==> src/hdl/ilid_pkg.sv <==
// ----------------------------------------------------------------------------
// ilid_pkg: shared types and constants of the indexed list
// Command and response layouts, command kinds, status codes and the
// per-cell control bundle.
// ----------------------------------------------------------------------------
package ilid_pkg;

	localparam int CAPACITY = 64;
	localparam int CNT_W = $clog2(CAPACITY + 1);
	localparam int IDX_W = 8;
	localparam int LEN_W = 7;
	localparam int DATA_W = 32;
	localparam int CMP_W = (CNT_W > IDX_W) ? CNT_W : IDX_W;

	localparam logic [2:0] KIND_READ = 3'd0;
	localparam logic [2:0] KIND_HEAD = 3'd1;
	localparam logic [2:0] KIND_TAIL = 3'd2;
	localparam logic [2:0] KIND_AT = 3'd3;
	localparam logic [2:0] KIND_DEL = 3'd4;

	localparam logic [1:0] ST_DONE = 2'd0;
	localparam logic [1:0] ST_RANGE = 2'd1;
	localparam logic [1:0] ST_FULL = 2'd2;

	typedef struct packed {
		logic [2:0] kind;
		logic [IDX_W-1:0] index;
		logic signed [DATA_W-1:0] value;
	} cmd_t;

	typedef struct packed {
		logic signed [DATA_W-1:0] read_value;
		logic found;
		logic [1:0] status;
		logic [LEN_W-1:0] length;
	} rsp_t;

	typedef struct packed {
		logic ins;
		logic del;
		logic [CNT_W-1:0] pos;
	} ctl_t;

endpackage

==> src/hdl/ilid_cell.sv <==
// ----------------------------------------------------------------------------
// ilid_cell: one storage cell of the list
// Holds one entry; on insert it loads the new value or its left neighbor,
// on delete it loads its right neighbor, and it drives its entry onto the
// read bus when its position matches.
// ----------------------------------------------------------------------------
module ilid_cell (
	input  logic clk,
	input  logic [ilid_pkg::CNT_W-1:0] id,
	input  ilid_pkg::ctl_t ctl,
	input  logic [ilid_pkg::DATA_W-1:0] value,
	input  logic [ilid_pkg::DATA_W-1:0] left,
	input  logic [ilid_pkg::DATA_W-1:0] right,
	output logic [ilid_pkg::DATA_W-1:0] data,
	output logic [ilid_pkg::DATA_W-1:0] tap
);
	import ilid_pkg::*;

	logic [DATA_W-1:0] data_q;
	logic at_pos;
	logic past_pos;

	assign at_pos = (id == ctl.pos);
	assign past_pos = (id > ctl.pos);

	always_ff @(posedge clk) begin
		if (ctl.ins) begin
			if (at_pos) begin
				data_q <= value;
			end else if (past_pos) begin
				data_q <= left;
			end
		end else if (ctl.del) begin
			if (at_pos || past_pos) begin
				data_q <= right;
			end
		end
	end

	assign data = data_q;
	assign tap = at_pos ? data_q : '0;

endmodule

==> config.mk <==
export PLATFORM = sky130hd
export DESIGN_NAME = ilid_cell
export DESIGN_NICKNAME = d
export VERILOG_FILES = /design/src/hdl/ilid_pkg.sv /design/src/hdl/ilid_cell.sv
export SDC_FILE = /design/constraint.sdc
export NUM_CORES = 1
export LEC_CHECK = 0
export ABC_CLOCK_PERIOD_IN_PS = 4100
export BUFFER_PORTS_ARGS = -buffer_cell sky130_fd_sc_hd__buf_2
export CAP_MARGIN = 0
export CORE_ASPECT_RATIO = 1.1
export CORE_MARGIN = 2
export CORE_UTILIZATION = 42
export CTS_BUF_LIST = sky130_fd_sc_hd__clkbuf_2
export DETAILED_ROUTE_END_ITERATION = 8
export HOLD_SLACK_MARGIN = 0.08
export PLACE_DENSITY = 0.87
export SYNTH_ARGS = -nofsm -noshare
export SYNTH_HDL_FRONTEND = slang
export SYNTH_SLANG_ARGS = --single-unit
==> constraint.sdc <==
create_clock -name clk -period 4.1 [get_ports clk]
set_input_delay 0.82 -clock clk [delete_from_list [all_inputs] [get_ports clk]]
set_output_delay 0.82 -clock clk [all_outputs]
set_load 0.02 [all_outputs]
==> results.yml <==
synthesis:
  avgSynthCellArea_sq_um: 8.67
  yosysUniqueCellTypes: 21
  syn-num-nets: 354
  ys_seq_area_share_pct: 47.3
  synth-seq-cells: 32
  syn-cell-area_sq_mm: 0.00203
  syn_inst: 234
  ys_warn_count: 0
drt:
  dr.pass1.iters: 4
  ant_nets: 0
  viasPerCell: 4.87
  drt_iter0_markers: 209
  drc: 0
  wl_per_cell_um: 12.8
  num_vias: 2238
  routed_wl_um: 5880
sta:
  setup_viol: 0
  tightest_slew_ns: 0.705
  slew_headroom_pct: 52.9
  fmax_mhz: 302
  min_period_over_period_pct: 80.8
  hold_viol: 0
  fin_crit_ns: 3.31
  tns_ns: 0
  fin_hold_ws_ns: 0.800
  rsz0062_at_grt: "no"
  maxSlewViolCount: 0
  final.setup.worst_slack_ns: 0.786
layout:
  drive_gt1_share_pct: 46.0
  syn_to_final_growth_pct: 45.2
  stdcell_count: 460
  final_common_cell: "buf_2"
  fin_nets: 523
  antennaDiodeCount: 0
  final_cell_mix: "176 x buf_2, 65 x nand2_1"
  utilization_pct: 63.3
  finish.instance_area_sq_mm: 0.00295
  largest_reg_flops: 32
clock_tree:
  cts-root-buf: "clkbuf_2"
  ctsResizeCount: 0
  clock_path_buffers: 2
  post_cts_buffers: 0
  numCtsBuffers: 5
  clkTransAtPathRegs_ns: 0.16
  cts_tree: "yes"
  cts.sinks: 32
  htree_num_levels: 2
  cts-hold-fix-buffers: 0
critical_path:
  crit_path_frequent_cell: "buf_2"
  critPathLaunchType: "primary input"
  cp_cell_sequence: "buf_2 -> inv_1 -> ha_1 -> and4_1 -> and4_4 -> and2_1 -> buf_2"
  end_kind: "primary output"
  critical_path.max_fanout: 64
  cp.arrival_ns: 2.49
  crit_type: "in -> out"
  critPathMaxStageDelay_ns: 0.62
  cp_slowest_cell: "and4_4"
  worstPathRequired_ns: 3.28
global_route:
  grt_use_met2_pct: 40.5
  grt_pass1_vias: 2120
  grt_remaining_overflow: 0
  grt_util_met1_pct: 23.3
  grt-busiest-layer: "met2"
  grt_antenna_before_repair: 0
  grt_pass1_wl_um: 9480
  grt_use_met3_pct: 5.39
  grt_max_degree: 65
  track_usage_pct: 21.9
pwr:
  max-vdd-ir-drop_mv: 0.155
  fin_total_pwr_mw: 0.882
  power.density_mw_per_mm2: 299
  p_leak_nw: 1.56
floorplanning:
  rows: 26
  ioPinCount: 177
  coreArea_sq_mm: 0.00465
  die_area_sq_mm: 0.00540
  initial_core_util_pct: 43.6
  die_y_um: 76.9
  die_w_um: 70.3
place:
  dpl.hpwl_um: 4620
  gp_congestion: 0.867
  pre_cts_ws_ns: 0.780
  post_dp_cell_area_sq_mm: 0.00288
  dp.cells: 452
  numPortBuffers: 176
run:
  cap_violations: 0
worst_hold_path:
  holdCritPathClass: "in -> reg"
status:
  outcome: "finished, final reports clean"
-- report_power, final --
part / total, mW / switching, mW / internal [mW]
Sequential: 0.440 / 0.0209 / 0.419
Clock: 0.204 / 0.104 / 0.0996
Combinational: 0.239 / 0.143 / 0.0962
-- critical path, delay by kind of cell --
kind | cells | cell delay, ns
simple gates | 3 | 1.08
fa+ha+maj | 1 | 0.31
buf+inv | 3 | 0.26
-- per-layer routing --
metal  wire (um)  share of wire (%)
met5           0                  0
met4         154                2.6
met2        3140                 53
met1        2190                 37
met3         394                6.7
-- synthesized netlist by cell type --
cell	n	area [sq um]
nand2b_1	1	6.26
and4_1	1	8.76
nand4_1	1	6.26
inv_1	7	26.3
and2_1	32	200
buf_2	1	5.00
nand2_1	65	244
clkbuf_2	3	15.0
buf_8	3	45.0
o21a_1	1	7.51
and4_4	1	11.3
a21oi_1	2	10.0
o221ai_1	1	8.76
a31oi_1	32	200
clkbuf_1	9	33.8
ha_1	7	87.6
o21ai_0	1	5.00
nor2_1	32	120
edfxtp_1	32	961
buf_12	1	20.0
a211oi_1	1	7.51
-- layout make-up --
class	instances	area, sq um
fillers	412	1710
flip-flops and latches	32	961
multi-input cells	178	923
repair buffers	179	903
well taps	56	70.1
clock inverters	3	37.5
inverters	7	26.3
clock buffers	5	25.0
-- worst paths after layout --
path	cells past startpoint	slack, ns	start	end
max	7	0.79	ctl[6]	tap[18]
min	3	0.80	right[17]	data[17]
-- kinds of logic (layout without fill, tap and decap cells) --
family / Yosys count / count (layout) / synth area share (%)
compound gates: 38 / 38 / 11.8
flops: 32 / 32 / 47.3
fa+ha+maj: 7 / 7 / 4.32
buf+inv: 24 / 194 / 7.15
simple gates: 133 / 133 / 29.4
No activity file was read; power rests on OpenSTA's default activity.
