## src/hdl/ilid_pkg.sv

```systemverilog
// ----------------------------------------------------------------------------
// ilid_pkg: shared types and constants of the indexed list
// Command and response layouts, command kinds, status codes and the
// per-cell control bundle.
// ----------------------------------------------------------------------------
package ilid_pkg;

	localparam int CAPACITY = 64;
	localparam int CNT_W = $clog2(CAPACITY + 1);
	localparam int IDX_W = 8;
	localparam int LEN_W = 7;
	localparam int DATA_W = 32;
	localparam int CMP_W = (CNT_W > IDX_W) ? CNT_W : IDX_W;

	localparam logic [2:0] KIND_READ = 3'd0;
	localparam logic [2:0] KIND_HEAD = 3'd1;
	localparam logic [2:0] KIND_TAIL = 3'd2;
	localparam logic [2:0] KIND_AT = 3'd3;
	localparam logic [2:0] KIND_DEL = 3'd4;

	localparam logic [1:0] ST_DONE = 2'd0;
	localparam logic [1:0] ST_RANGE = 2'd1;
	localparam logic [1:0] ST_FULL = 2'd2;

	typedef struct packed {
		logic [2:0] kind;
		logic [IDX_W-1:0] index;
		logic signed [DATA_W-1:0] value;
	} cmd_t;

	typedef struct packed {
		logic signed [DATA_W-1:0] read_value;
		logic found;
		logic [1:0] status;
		logic [LEN_W-1:0] length;
	} rsp_t;

	typedef struct packed {
		logic ins;
		logic del;
		logic [CNT_W-1:0] pos;
	} ctl_t;

endpackage

```

## src/hdl/ilid_ctrl.sv

```systemverilog
// ----------------------------------------------------------------------------
// ilid_ctrl: command decode and entry count
// Checks each command against the count, produces the cell controls and
// the response fields other than the read data, and keeps the count.
// ----------------------------------------------------------------------------
module ilid_ctrl (
	input  logic clk,
	input  logic arst_n,
	input  logic accept,
	input  ilid_pkg::cmd_t cmd,
	output ilid_pkg::ctl_t ctl,
	output ilid_pkg::rsp_t res
);
	import ilid_pkg::*;

	logic [CNT_W-1:0] count_q;
	logic [CNT_W-1:0] count_nxt;
	logic [CMP_W-1:0] idx_ext;
	logic [CMP_W-1:0] cnt_ext;
	logic full;
	logic ins;
	logic del;
	logic found;
	logic [1:0] status;
	logic [CNT_W-1:0] pos;

	assign idx_ext = CMP_W'(cmd.index);
	assign cnt_ext = CMP_W'(count_q);
	assign full = (count_q == CNT_W'(CAPACITY));

	always_comb begin
		ins = 1'b0;
		del = 1'b0;
		found = 1'b0;
		status = ST_DONE;
		pos = idx_ext[CNT_W-1:0];
		case (cmd.kind)
			KIND_READ: begin
				if (idx_ext < cnt_ext) begin
					found = 1'b1;
				end else begin
					status = ST_RANGE;
				end
			end
			KIND_HEAD: begin
				pos = '0;
				if (full) begin
					status = ST_FULL;
				end else begin
					ins = 1'b1;
				end
			end
			KIND_TAIL: begin
				pos = count_q;
				if (full) begin
					status = ST_FULL;
				end else begin
					ins = 1'b1;
				end
			end
			KIND_AT: begin
				if (idx_ext > cnt_ext) begin
					status = ST_RANGE;
				end else if (full) begin
					status = ST_FULL;
				end else begin
					ins = 1'b1;
				end
			end
			KIND_DEL: begin
				if (idx_ext >= cnt_ext) begin
					status = ST_RANGE;
				end else begin
					del = 1'b1;
				end
			end
			default: begin
				status = ST_DONE;
			end
		endcase
	end

	always_comb begin
		count_nxt = count_q;
		if (ins) begin
			count_nxt = count_q + CNT_W'(1);
		end else if (del) begin
			count_nxt = count_q - CNT_W'(1);
		end
	end

	always_ff @(posedge clk or negedge arst_n) begin
		if (!arst_n) begin
			count_q <= '0;
		end else if (accept) begin
			count_q <= count_nxt;
		end
	end

	assign ctl.ins = accept && ins;
	assign ctl.del = accept && del;
	assign ctl.pos = pos;

	assign res.read_value = '1;
	assign res.found = found;
	assign res.status = status;
	assign res.length = LEN_W'(count_nxt);

endmodule

```

## config.mk

```make
export PLATFORM = sky130hd
export DESIGN_NAME = ilid_ctrl
export DESIGN_NICKNAME = d
export VERILOG_FILES = /design/src/hdl/ilid_pkg.sv /design/src/hdl/ilid_ctrl.sv
export SDC_FILE = /design/constraint.sdc
export NUM_CORES = 1
export LEC_CHECK = 0
export ABC_CLOCK_PERIOD_IN_PS = 2660
export BUFFER_PORTS_ARGS = -buffer_cell sky130_fd_sc_hd__buf_2
export CAP_MARGIN = 15
export CORE_UTILIZATION = 41
export CTS_CLUSTER_SIZE = 24
export DETAILED_ROUTE_END_ITERATION = 8
export PLACE_DENSITY = 0.81
export SYNTH_ARGS = -nofsm -noshare
export SYNTH_HDL_FRONTEND = slang
export SYNTH_SLANG_ARGS = --single-unit
```

## constraint.sdc

```tcl
create_clock -name clk -period 2.66 [get_ports clk]
set_input_delay 0.266 -clock clk [delete_from_list [all_inputs] [get_ports clk]]
set_output_delay 0.266 -clock clk [all_outputs]
set_load 0.03 [all_outputs]
```

==> results_dict.tcl <==
set metrics [dict create \
    core.rowCount 20 \
    synth_top_area_frac 0.185 \
    max_freq_mhz 373 \
    cts_buffers 3 \
    path_max_fanout 4 \
    routedWlPerCell_um 12.7 \
    violations "setup timing" \
    whs_ps 382 \
    routed_wl_um 3440 \
    grt_max_degree 13 \
    hold_viol 0 \
    synth_warnings 0 \
    cp_num_buf_inv 4 \
    dr.pass1.iters 4 \
    yosys-top-cells-area "buf_4 19%, dfrtp_1 13%, ha_1 8.4%, xnor2_1 7.9%, nor2b_1 3.7%" \
    ys.flop_type "dfrtp_1" \
    die_x_um 59.1 \
    max-clock-path-buffers 2 \
    dieArea_um2 3490 \
    yosysTopAreaCell "buf_4" \
    cp-start-kind "flop" \
    layout-area-overhead-vs-synth_pct 27.8 \
    drtIter0Drc 41 \
    fin_worst_skew_ps 6.45 \
    synthAdderAreaFrac 0.0843 \
    status "complete, but fails checks" \
    antenna_found_initial 0 \
    clk_latency_ps 250 \
    asyncSetResetFlopFracSynth 1.00 \
    power_uw 1450 \
    largest_reg_flops 7 \
    placed_area_um2 1470 \
    synth.distinct_cells 42 \
    antenna_cells 0 \
    grt_remaining_overflow 0 \
    synth_compound_area_frac 0.224 \
    hold_class "in -> async" \
    slew_viol_final 0 \
    core_um2 3080 \
    fin_ws_ps -23.6 \
    fin_crit_ps 2680 \
    grt_pass1_wl_um 5230 \
    cpMostUsedCell "buf_4" \
    reg_top3 "count_q (7)" \
    setup_viol 2 \
    crit_type "reg -> out" \
    peakVddDrop_mv 0.408 \
    first_global_vias 1172 \
    io-pin-count 97 \
    power.density_nw_per_um2 847 \
    post-route-period-util 1.01 \
    synthSimpleGateAreaFrac 0.222 \
    endpoint_kind "output pin" \
    cts.reportedPaths.clkPinSlew_ps 50 \
    clkSinkCount 7 \
    regMostFlops "count_q" \
    synth_seq_cells 7 \
    netlist_area_um2 1340 \
    fin_cells 270 \
    portBuffers 32 \
    die_h_um 59.1 \
    final_cell_area_um2 1710 \
    crit_family "compound AO/OA/AOI/OAI gates" \
    via_per_inst 5.06 \
    synth_cells 174 \
    h-tree-depth 1 \
    layout-drive-gt1-share 0.367 \
    nets 282 \
    initial_core_util 0.434 \
    p_leak_uw 0.000834 \
    place_congestion 0.867 \
    place_hpwl_um 2520 \
    rsz0062_at_grt "true" \
    cap_violations 0 \
    crit_path_max_incr_delay_ps 340 \
    cts-root-buf "clkbuf_4" \
    num_vias 1367 \
    slew_headroom 0.618 \
    drtAntennaViolNets 0 \
    ys_seq_area_frac 0.131 \
    synth-xor-area-share 0.0787 \
    cp.arrival_ps 2420 \
    tightestPinTransition_ps 572 \
    crit_required_ps 2390 \
    cp_slowest_cell "dfrtp_1" \
    path_cells "inv_1, ha_4, a21o_1, o31ai_4, buf_4, o211ai_1, buf_4, nor2_1, a21oi_1, xnor2_1, buf_4" \
    grt_usage 0.197 \
    muxShareOfSynthArea 0 \
    pre_cts_slack_ps 55.4 \
    dpl.cell_count 256 \
    cts_tree "done" \
    synth_edf_count 0 \
    synth_top_family_by_area "buffers and inverters" \
    remaining_drc_errors 0 \
    avgSynthCellArea_um2 7.68 \
]
==> timing repair <==
item | 4_1_cts | 5_1_grt
hold buffers | 1 | 0
gates resized for setup | 12 | 18
setup buffers | 5 | 4
pin swaps | 4 | 9
endpoints found under the hold margin | 7 | 0
setup endpoints to repair | 8 | 10
==> metal layers <==
layer | vias to the layer above | track usage | routed length, um | share of wire
met4 | 0 | 0.0442 | 42 | 0.012
met2 | 55 | 0.343 | 1760 | 0.51
met1 | 647 | 0.248 | 1480 | 0.43
li1 | 659 | - | - | -
met5 | - | 0 | 0 | 0
met3 | 6 | 0.0437 | 153 | 0.045
==> cells by family after synthesis <==
group	Yosys count
AND/OR/NAND/NOR	52
buffers and inverters	49
AO/OA/AOI/OAI	44
XOR/XNOR	12
adder cells (fa/ha/maj)	9
flip-flops	7
other	1
==> area by class of cell <==
type / count / area (um2)
clock buffer: 4 / 26.3
fill: 311 / 1370
inverter: 12 / 45.0
multi-input combinational: 149 / 1060
sequential: 7 / 175
tap: 44 / 55.1
timing repair buffer: 54 / 349
==> stage by stage <==
| stage | utilization | setup TNS, ps |
|---|---|---|
| 2_1_floorplan | - | 0 |
| 3_5_place_dp | 0.476 | 0 |
| 6_report | 0.555 | -38.6 |
| 4_1_cts | 0.514 | -151 |
| 5_1_grt | 0.555 | -558 |
| 3_3_place_gp | 0.476 | 0 |
==> synth_stat cells, types with 2 or more instances <==
master / number
nand2_1: 13
and3_2: 2
nor4_1: 2
o21ai_0: 10
dfrtp_1: 7
a211oi_1: 3
a21oi_1: 9
and3_1: 3
nor2b_1: 8
nor3_1: 3
o211ai_1: 4
o2111ai_1: 2
ha_1: 9
nand3_1: 5
o211a_1: 2
xnor2_1: 12
a31oi_1: 4
buf_4: 33
nor2_1: 7
a32oi_1: 2
clkbuf_1: 2
inv_1: 12
==> placed cells by master (no fill, tap or decap), types with 7 or more instances in the layout <==
master and n:
nor2_1 7, nand2_1 13, o21ai_0 10, dfrtp_1 7
xnor2_1 11, inv_1 9, a21oi_1 9, buf_2 25
buf_4 27, conb_1 32, nor2b_1 7
==> path summary, 6_finish.rpt <==
check,start,endpoint,slack (ps),cells past startpoint
max,count_q[3],res[4],-20,11
min,arst_n,count_q[4],380,2
max reg2reg,count_q[0],count_q[6],330,10
min reg2reg,count_q[6],count_q[6],590,2
max in group asynchronous,arst_n,count_q[1],2110,2
min in group clk,accept,count_q[5],470,3
==> power breakdown <==
| group | internal [uW] | switching [uW] |
|---|---|---|
| registers | 154 | 29.3 |
| clock network | 57.3 | 39.2 |
| logic | 501 | 667 |
No activity file was read; power rests on OpenSTA's default activity.
